[src/hdl/lcg_and_lagged_xor_random_generator_macros.svh]
// assertion macros shared by the generator modules
// depends on nothing; included by files that carry assertions
`ifndef LCG_AND_LAGGED_XOR_RANDOM_GENERATOR_MACROS_SVH
`define LCG_AND_LAGGED_XOR_RANDOM_GENERATOR_MACROS_SVH

// property must hold on every clock outside reset
`define LXR_ASSERT(label, prop, msg) \
  label: assert property (@(posedge clk) disable iff (!rst_n) (prop)) else $error(msg);

// implication checked from the next cycle on
`define LXR_ASSERT_NEXT(label, cond, prop, msg) \
  label: assert property (@(posedge clk) disable iff (!rst_n) (cond) |=> (prop)) else $error(msg);

`endif

[src/hdl/lxr_pkg.sv]
// shared types and constants of the lcg and lagged xor generator
// depends on nothing
package lxr_pkg;

  localparam int unsigned RingDepthDefault = 64;
  localparam logic [63:0] LcgMul = 64'd6364136223846793005;
  // lcg multiplier split into 32-bit halves for the partial products
  localparam logic [31:0] LcgMulLo = 32'h4C95_7F2D;
  localparam logic [31:0] LcgMulHi = 32'h5851_F42D;
  localparam int unsigned LagShort = 24;
  localparam int unsigned LagLong = 55;
  localparam int unsigned SeedLast = 54;

  typedef enum logic [2:0] {
    OP_SEED_LCG   = 3'd0,
    OP_LCG_DRAW   = 3'd1,
    OP_SEED_WORDS = 3'd2,
    OP_SEED_RING  = 3'd3,
    OP_RING_DRAW  = 3'd4,
    OP_JOINT_DRAW = 3'd5
  } op_t;

  // one queued command from front to back
  typedef struct packed {
    logic [2:0]  op;
    logic [31:0] seed_low;
    logic [31:0] seed_high;
  } cmd_t;

  typedef enum logic [3:0] {
    ST_IDLE,
    ST_LCG_MUL,
    ST_LCG_ADD,
    ST_RING_RD,
    ST_RING_WR,
    ST_JOINT,
    ST_WSEED_RD,
    ST_WSEED_MUL,
    ST_WSEED_WR,
    ST_LSEED_MUL,
    ST_LSEED_ADD,
    ST_OUT
  } st_t;

endpackage

[src/hdl/lxr_front.sv]
// front part: takes input transfers, drops unused codes, two-entry command queue
// depends on lxr_pkg
module lxr_front (
  input  logic             clk,
  input  logic             rst_n,
  input  logic             in_valid,
  output logic             in_stall,
  input  logic [2:0]       in_operation,
  input  logic [31:0]      in_seed_low,
  input  logic [31:0]      in_seed_high,
  output logic             cmd_valid,
  output lxr_pkg::cmd_t    cmd,
  input  logic             cmd_take
);

  lxr_pkg::cmd_t q_r [2];
  logic          rd_ptr_r, rd_ptr_nxt, wr_ptr_r, wr_ptr_nxt;
  logic [1:0]    cnt_r, cnt_nxt;
  logic          push, useful;

  // codes 6 and 7 are accepted and dropped
  assign useful    = (in_operation <= 3'(lxr_pkg::OP_JOINT_DRAW));
  assign in_stall  = (cnt_r == 2'd2);
  assign push      = in_valid && !in_stall && useful;
  assign cmd_valid = (cnt_r != 2'd0);
  assign cmd       = q_r[rd_ptr_r];

  // queue pointers
  always_comb begin
    rd_ptr_nxt = rd_ptr_r ^ cmd_take;
    wr_ptr_nxt = wr_ptr_r ^ push;
    cnt_nxt    = cnt_r + 2'(push) - 2'(cmd_take);
  end

  always_ff @(posedge clk) begin
    if (!rst_n) begin
      rd_ptr_r <= 1'b0;
      wr_ptr_r <= 1'b0;
      cnt_r    <= 2'd0;
    end else begin
      rd_ptr_r <= rd_ptr_nxt;
      wr_ptr_r <= wr_ptr_nxt;
      cnt_r    <= cnt_nxt;
    end
  end

  // queue storage
  always_ff @(posedge clk) begin
    if (push) begin
      q_r[wr_ptr_r] <= '{op: in_operation, seed_low: in_seed_low, seed_high: in_seed_high};
    end
  end

`include "lcg_and_lagged_xor_random_generator_macros.svh"
  `LXR_ASSERT(a_cnt_range, cnt_r <= 2'd2, "queue count out of range")
  `LXR_ASSERT(a_no_take_empty, !(cmd_take && cnt_r == 2'd0), "take from empty queue")
  `LXR_ASSERT_NEXT(a_full_stall, cnt_r == 2'd2 && !cmd_take, in_stall, "full queue lost stall")

endmodule

[config.mk]
export PLATFORM = sky130hd
export DESIGN_NAME = lxr_front
export DESIGN_NICKNAME = d
export VERILOG_FILES = /design/src/hdl/lxr_pkg.sv /design/src/hdl/lxr_front.sv
export VERILOG_INCLUDE_DIRS = /design/src /design/src/hdl
export SDC_FILE = /design/constraint.sdc
export NUM_CORES = 1
export LEC_CHECK = 0
export BUFFER_PORTS_ARGS = -buffer_cell sky130_fd_sc_hd__buf_2
export CAP_MARGIN = 20
export CELL_PAD_IN_SITES_DETAIL_PLACEMENT = 0
export CELL_PAD_IN_SITES_GLOBAL_PLACEMENT = 1
export CORE_MARGIN = 4
export CORE_UTILIZATION = 44
export DETAILED_ROUTE_END_ITERATION = 8
export PLACE_DENSITY = 0.86
export REMOVE_ABC_BUFFERS = 1
export SYNTH_ARGS = -nofsm -noshare
export SYNTH_HDL_FRONTEND = slang
export SYNTH_SLANG_ARGS = --single-unit
export TNS_END_PERCENT = 10
[constraint.sdc]
create_clock -name clk -period 3.3 [get_ports clk]
set_input_delay 0.33 -clock clk [delete_from_list [all_inputs] [get_ports clk]]
set_output_delay 0.33 -clock clk [all_outputs]
set_load 0.02 [all_outputs]
==> metrics.txt, run 1 <==
Starting Density between 40% and 50%; final instance area 6640 sq um; Worst EP arrival between 1.5 and 2 ns; clock latency at the later pin of the worst-skew pair 0.40 ns; Max Fclk roughly 440 MHz; via count about 2600; dominant synthesized flop cell edfxtp_1; final hold violations 0; asr flop ratio synth 0%; max-cap violations 0; Slew @ Worst Pin 0.954 ns; PostCTS Resize Cnt 0; fin crit share 68.7%; die area 13600 sq um; maximum VDD drop between 0.3 and 0.4 mV; worst path bufs/invs 2; Tot Pwr 4.80 mW; critical path, cell by cell buf_12, mux2_2, buf_2; global-route wire length before repair 13500 um; Post-Syn Instances 232; routed wire length 8900 um; Slew Viols, Final 0; post-synthesis cell type count 18; Setup Buffers After CTS 0; total CTS buffers 17; Final Skew a little over 0.008 ns; final core utilization just under 60%; hold buffers post-CTS 0; largest area contributor in the netlist edfxtp_1; initial antenna violation count 0; fillers 900; crit end category output port; # diodes 0; Pwr per Cell Area 722 nW/um^2; Vias/cell about 4.8; CP max stage cell dfxtp_4; DR DRC count 0; Synth Cell Area 5200 sq um; most common cell after layout, fill and taps aside buf_2; top cells by area in the synthesized netlist edfxtp_1 77%, mux2_4 8.7%, mux2_2 8.0%; Mean Syn Cell Area between 20 and 25 sq um; most frequent cells in the layout 139 x buf_2, 134 x edfxtp_1, 37 x mux2_2; Boundary Pins 140; layout cells sized above 1 59.6%; vias in the first global route 2725; first-pass iteration count of the detailed router 4; Port Buf Inserts about 140; Post-synth EDFFs 134; Die Y 117 um; Placed Area around 6100 sq um; final worst-path setup slack between 1 and 1.5 ns; GRT overflow 0; worst-path fanout max 41; flop and latch count out of synthesis around 140; setup tns final 0 ns; path type of the worst min-delay path primary input to register; GRT Total Usage 13.5%; Clk pin slew, worst setup/hold paths 0.06 ns; CTS root buf clkbuf_16; crit path kind register to output port; initial DRC count 92; Horiz. Die Dim 117 um; Worst Path Required approximately 3 ns; sequential area share after synthesis between 70% and 80%; Slew HR 36.4%; H-Tree Depth 4; slowest cell delay on critical path 0.62 ns; setup violators final 0; startpoint types register; Placer Congestion 0.688; Synth top area share 77.4%; Antenna Violating Nets Remaining 0; TritonCTS clock tree done; Routed WL per cell 16.5 um; status completed; YS warnings 0; RSZ-0062 raised after global routing false; dpl ws 1.25 ns; Crit path max-delay family flip-flops; area grow syn2layout 27.8%; clk buf depth 2; leak pwr 2.56 nW; nets@finish 459; # rows 39; maximum number of pins on one net before global-route repair 68; core area roughly 12000 sq um; min Tclk post-route 2.27 ns; HPWL Detailed ~5700 um; clock sink count 139
==> report_power, final <==
group          total, mW  internal [mW]  switching, mW  leakage (nW)
Combinational      0.734          0.314          0.421          1.01
Clock               1.85           1.17          0.674         0.271
Sequential          2.22           2.16         0.0586          1.28
==> flip-flops by register name, summed over array words and instances (netlist names), named ones only <==
name      cells
cnt_r         2
rd_ptr_r      1
q_r         134
wr_ptr_r      1
==> synthesized netlist by cell type, types with 2 or more instances <==
cell type	instances
and2_1	3
buf_2	3
buf_6	3
dfxtp_1	5
edfxtp_1	134
ha_1	4
inv_1	3
mux2_2	37
mux2_4	30
nor2b_1	2
==> metal layers <==
layer | up-vias | GRT usage, % | wire length [um] | share of wire [%]
met1 | 1251 | 15.5 | 3580 | 40
met2 | 91 | 22.7 | 4640 | 52
li1 | 1216 | - | - | -
met5 | - | 0 | 0 | 0
met4 | 0 | 6.19 | 122 | 1.4
met3 | 14 | 4.56 | 560 | 6.3
==> cell families (layout without fill, tap and decap cells) <==
family                     after synthesis  count (layout)  share of synthesized area (%)
xor gates and xnor gates                 2               2                          0.602
adders and majority gates                4               4                          0.963
buffers and inverters                   10             174                           1.30
DFF                                    139             139                           79.3
muxes                                   67              67                           16.7
and+or+nand+nor                         10              10                           1.13
==> layout make-up <==
| class | count | area, sq um | share of cell area, % |
|---|---|---|---|
| multi-input cells | 83 | 1030 | 15.5 |
| repair buffers | 140 | 716 | 10.8 |
| clock inverters | 14 | 153 | 2.30 |
| flip-flops and latches | 139 | 4130 | 62.1 |
| inverters | 3 | 11.3 | 0.169 |
| well taps | 143 | 179 | 2.69 |
| clock buffers | 17 | 425 | 6.40 |
==> metrics by stage <==
| step | hold WS, ns | cells |
|---|---|---|
| after floorplan | 0.429 | 225 |
| after global placement | 0.518 | 508 |
| after detailed placement | 0.522 | 508 |
| after CTS | 0.0954 | 539 |
| after global routing | 0.0976 | 539 |
| final | 0.119 | 539 |
==> path summary, 6_finish.rpt <==
| path | start | end | slack (ns) | cells past startpoint |
|---|---|---|---|---|
| worst max-delay path | register | cmd[64] | 1.03 | 3 |
| worst min-delay path | in_seed_high[10] | q_r[1][10] | 0.12 | 1 |
| worst min register to register | rd_ptr_r | register | 0.57 | 2 |
| worst max register to register | cnt_r[0] | q_r[1][2] | 1.30 | 3 |
Note: power is estimated with default switching activity, not from simulation.
==> inputs of run 2 (changes only) <==
==> constraint.sdc (replaced) <==
create_clock -name clk -period 2.4 [get_ports clk]
set_input_delay 0.24 -clock clk [delete_from_list [all_inputs] [get_ports clk]]
set_output_delay 0.24 -clock clk [all_outputs]
set_load 0.02 [all_outputs]
==> run 2 against run 1 <==
  * Register-to-register slack worse by 0.68 ns
  * Clock power is 42% higher
  * Hold slack worse by 0.097 ns
  * Power is 40% higher
  * Critical endpoint is now cmd[15]
  * Via count is 0.39% lower
  * Non-clock buffer count is 4 higher
  * Clock-buffer cell count is 1 higher
  * Largest cell class unchanged
  * Setup slack worse by 0.59 ns
  * First-iteration DRC count is 11% higher
==> metrics.txt, run 2 (synthesis results as in run 1) <==
fin crit share about four fifths; Starting Density 45.1% (unchanged); CP max stage cell mux2_2; total CTS buffers 17 (unchanged); first-pass iteration count of the detailed router 4 (unchanged); maximum number of pins on one net before global-route repair 68 (unchanged); final instance area 6730 sq um (+1.2%); startpoint types register; clock sink count 139 (unchanged); die area 13600 sq um (unchanged); DR DRC count 0 (unchanged); clock latency at the later pin of the worst-skew pair 0.40 ns (about the same); worst-path fanout max 67 (+63%); vias in the first global route 2736 (+0.40%); Slew HR 70.3% (+34 points); placed instance count 512 (+0.79%); Tot Pwr 6.71 mW (+40%); Slew Viols, Final 0 (unchanged); final hold violations 0 (unchanged); initial DRC count 102 (+11%); via count 2562 (-0.39%); area grow syn2layout 29.4%; GRT overflow 0 (unchanged); setup tns final 0 ns (unchanged); R2R setup slack 0.62 ns (-0.68 ns); Pwr per Cell Area 998 nW/um^2 (+38%); min-delay src in_seed_high[24]; leak pwr 2.61 nW (+1.9%); Port Buf Inserts 139 (unchanged); hold path depth 1 (unchanged); Reg2Reg Depth 4 (+1); # rows 39 (unchanged); fillers 867 (-3.7%); Placer Congestion 0.725 (+5.3%); CTS root buf clkbuf_16; Routed WL per cell 16.6 um (+0.28%); Reg2Reg Capture Point q_r[0][51]; slowest cell delay on critical path 0.40 ns (-0.22 ns); Antenna Violating Nets Remaining 0 (unchanged); Slew @ Worst Pin 0.445 ns (-0.509 ns); Clk pin slew, worst setup/hold paths 0.05 ns (about the same); GRT Total Usage 13.7% (+0.26 points); critical path, cell by cell buf_12, mux2_2, buf_2; min Tclk post-route a little under 2 ns; Vias/cell 4.72 (-1.1%); most frequent cells in the layout 139 x buf_2, 134 x edfxtp_1, 37 x mux2_2; path type of the worst min-delay path primary input to register; maximum VDD drop 0.768 mV (+130%); Horiz. Die Dim 117 um (unchanged); most common cell after layout, fill and taps aside buf_2; nets@finish 463 (+0.87%); initial antenna violation count 0 (unchanged); hold buffers post-CTS 0 (unchanged); Top reg by flops q_r; Non-Filler Instances 543 (+0.74%); worst path bufs/invs 2 (unchanged); layout cells sized above 1 61.0% (+1.4 points); Boundary Pins 140 (unchanged); max-cap violations 0 (unchanged); hold_ws 0.0225 ns (-0.0967 ns); max reg flops 134 (unchanged); crit end category output port; HPWL Detailed 5980 um (+4.5%); RSZ-0062 raised after global routing false; setup violators final 0 (unchanged); core area 11500 sq um (unchanged); # diodes 0 (unchanged); reg2reg start cnt_r[0]; Hold EP q_r[0][24]; PostCTS Resize Cnt 0 (unchanged); Max Fclk slightly above 500 MHz; routed wire length 8990 um (+1.0%); Worst EP arrival 1.72 ns (-0.22 ns); Placed Area 6120 sq um (+0.91%); global-route wire length before repair 13500 um (+0.56%); Worst Path Required 2.16 ns (-0.81 ns); Final Skew 0.00811 ns (-0.0000167 ns); Setup Buffers After CTS 0 (unchanged); clk buf depth 2 (unchanged); Die Y 117 um (unchanged); Regs by FF count q_r (134), cnt_r (2); crit path kind register to output port; status completed; Crit path max-delay family buffers and inverters; TritonCTS clock tree done; H-Tree Depth 4 (unchanged)
-- run 2: cell count changes in the layout (fill, tap and decap cells not counted) --
cell        delta
clkinv_1       -5
clkinv_4       +2
inv_6          -2
clkinv_2       +4
clkinvlp_4     -1
bufinv_16      +1
buf_12         +2
clkbuf_1       +1
buf_4          +2
-- run 2: per-stage QoR --
step                utilization (%)  setup WS (ns)
floorplan                         -         -0.483
global placement               53.2          0.642
detailed placement             53.2          0.586
CTS                            58.4          0.420
global route                   58.4          0.375
finish                         58.4          0.438
-- run 2: worst max path at each step --
stage                    start    endpoint  slack, ns  depth (start not counted)
6_report              register     cmd[15]       0.44                          3
5_1_grt               register     cmd[15]       0.37                          3
4_1_cts               register      cmd[9]       0.42                          3
3_5_place_dp          cnt_r[0]  q_r[1][62]       0.59                          4
3_3_place_gp   in_operation[2]  q_r[1][37]       0.64                          5
2_1_floorplan         register      cmd[0]      -0.48                          1
-- run 2: final cells by class --
class                   instances  area, sq um  share of cell area [%]
flip-flops and latches        139         4130                    61.4
well taps                     143          179                    2.66
multi-input cells              83         1030                    15.3
inverters                       3         11.3                   0.167
repair buffers                144          771                    11.5
clock buffers                  18          429                    6.38
clock inverters                13          176                    2.62
-- run 2: report_power, final --
part / switching, mW / total (mW) / internal, mW
sequential: 0.0597 / 3.02 / 2.96
clock: 0.909 / 2.63 / 1.72
combinational: 0.607 / 1.06 / 0.455
-- run 2: metal layers --
metal  global-route usage (%)  vias up  share of wire (%)
li1                         -     1224                  -
met1                     15.3     1234                 40
met2                     23.1       97                 51
met3                     6.01        7                7.9
met4                     5.66        0               0.95
met5                        0        -                  0
==> inputs of run 3 (changes only) <==
==> constraint.sdc (replaced) <==
create_clock -name clk -period 2.1 [get_ports clk]
set_input_delay 0.21 -clock clk [delete_from_list [all_inputs] [get_ports clk]]
set_output_delay 0.21 -clock clk [all_outputs]
set_load 0.02 [all_outputs]
==> run 3 against run 2 <==
  * Utilization is 6.1 points higher
  * Sequential power is 15% higher
  * First-iteration DRC count increased by 53%
  * Register-to-register slack lost 0.23 ns
  * Setup slack worse by 0.35 ns
  * Routed wire length grew 11%
  * Sequential share of layout area decreased by 5.8 points
  * Final area up 10%
  * Clock skew fell by 0.0023 ns
  * Global-route usage up 1.7 points
  * Final cell count rose by 13%
  * Flip-flop and latch count unchanged
  * Critical path type unchanged
==> metrics.txt, run 3 (synthesis results as in run 1) <==
via count 2853 (+11%); final hold violations 0 (unchanged); clock latency at the later pin of the worst-skew pair 0.41 ns (about the same); H-Tree Depth 4 (unchanged); worst path bufs/invs 2 (unchanged); area grow syn2layout 42.9%; Antenna Violating Nets Remaining 0 (unchanged); Pwr per Cell Area 1040 nW/um^2 (+3.8%); Starting Density 45.1% (unchanged); leak pwr 2.91 nW (+11%); Clk pin slew, worst setup/hold paths 0.05 ns (about the same); global-route wire length before repair 15500 um (+14%); Final Skew 0.00576 ns (-0.00234 ns); initial antenna violation count 0 (unchanged); min Tclk post-route 2.01 ns; initial DRC count 156 (+53%); first-pass iteration count of the detailed router 4 (unchanged); Die Y 117 um (unchanged); Tot Pwr 7.70 mW (+15%); path type of the worst min-delay path primary input to register; die area 13600 sq um (unchanged); most frequent cells in the layout 139 x buf_2, 134 x edfxtp_1, 67 x dlygate4sd3_1; GRT Total Usage 15.5% (+1.7 points); # rows 39 (unchanged); Top reg by flops q_r; clock sink count 139 (unchanged); Regs by FF count q_r (134), cnt_r (2); crit end category output port; Slew @ Worst Pin 0.409 ns (-0.0364 ns); Slew Viols, Final 0 (unchanged); Horiz. Die Dim 117 um (unchanged); clk buf depth 2 (unchanged); total CTS buffers 17 (unchanged); DR DRC count 0 (unchanged); critical path, cell by cell buf_12, mux2_2, buf_2; max-cap violations 0 (unchanged); Routed WL per cell 16.3 um (-1.4%); routed wire length 10000 um (+11%); GRT overflow 0 (unchanged); RSZ-0062 raised after global routing false; most common cell after layout, fill and taps aside buf_2; PostCTS Resize Cnt 0 (unchanged); setup tns final 0 ns (unchanged); Boundary Pins 140 (unchanged); Reg2Reg Capture Point q_r[1][50]; startpoint types register; Vias/cell 4.65 (-1.4%); CTS root buf clkbuf_16; reg2reg start cnt_r[0]; R2R setup slack 0.39 ns (-0.23 ns); worst-path fanout max 22 (-67%); dpl ws 0.377 ns (-0.208 ns); # diodes 0 (unchanged); CP max stage cell dfxtp_4; hold path depth 2 (+1); Port Buf Inserts 139 (unchanged); maximum VDD drop 0.670 mV (-13%); Worst EP arrival 1.80 ns (+0.08 ns); Max Fclk roughly 500 MHz; Slew HR 72.7% (+2.4 points); min-delay src rst_n; layout cells sized above 1 52.1% (-8.9 points); core area 11500 sq um (unchanged); setup violators final 0 (unchanged); status completed; Worst Path Required 1.89 ns (-0.27 ns); crit path kind register to output port; Placer Congestion 0.751 (+3.6%); final worst-path setup slack 0.0923 ns (-0.346 ns); max reg flops 134 (unchanged); fin crit share 95.6%; hold_ws 0.0710 ns (+0.0485 ns); nets@finish 532 (+15%); vias in the first global route 3195 (+17%); maximum number of pins on one net before global-route repair 32 (-53%); Reg2Reg Depth 4 (unchanged); slowest cell delay on critical path 0.61 ns (+0.21 ns); HPWL Detailed 6190 um (+3.6%); TritonCTS clock tree done; Crit path max-delay family flip-flops
==> run 3: changes by cell type in the layout (fill, tap and decap cells not counted), sizes merged <==
cell,previous run,this run
buf,144,146
clkinvlp,2,1
clkinv,7,9
bufinv,4,3
dlygate4sd3,0,67
clkbuf,18,19
==> run 3: report_power, final <==
part | total, mW | switching [mW] | internal (mW)
sequential | 3.47 | 0.0918 | 3.38
clock | 2.89 | 1.04 | 1.85
combinational | 1.33 | 0.706 | 0.624
total | 7.70 | 1.84 | 5.86
==> run 3: cell type report <==
| class | instances | area, sq um |
|---|---|---|
| clock buffers | 19 | 433 |
| clock inverters | 13 | 151 |
| fillers | 787 | 4090 |
| inverters | 3 | 11.3 |
| multi-input cells | 83 | 1030 |
| flip-flops and latches | 139 | 4130 |
| well taps | 143 | 179 |
| repair buffers | 213 | 1490 |
==> run 3: routing by layer <==
metal | GRT usage [%] | vias to the layer above | routed length, um
met4 | 8.26 | 0 | 216
met5 | 0 | - | 0
met3 | 5.08 | 15 | 582
met2 | 26.8 | 108 | 5290
met1 | 16.7 | 1360 | 3920
li1 | - | 1370 | -
==> run 3: timing repair <==
item | in CTS | in global routing
hold buffers | 67 | 0
hold endpoints to repair | 134 | 0
setup buffers | 0 | 0
==> run 3: how the worst max path moves through the flow <==
stage / from / end / slack (ns) / cells after the start
final: register / cmd[15] / 0.09 / 3
after CTS: register / cmd[15] / 0.03 / 3
after global routing: register / cmd[15] / 0.009 / 3
after global placement: cnt_r[0] / q_r[0][47] / 0.42 / 4
after floorplan: register / cmd[0] / -0.75 / 1
after detailed placement: cnt_r[0] / q_r[1][43] / 0.38 / 4
==> run 3: through the flow <==
| step | util (%) | instances | instance area [sq um] |
|---|---|---|---|
| 2_1_floorplan | - | 225 | 5140 |
| 3_3_place_gp | 53.6 | 514 | 6170 |
| 3_5_place_dp | 53.6 | 514 | 6170 |
| 4_1_cts | 64.5 | 613 | 7430 |
| 5_1_grt | 64.5 | 613 | 7430 |
| 6_report | 64.5 | 613 | 7430 |
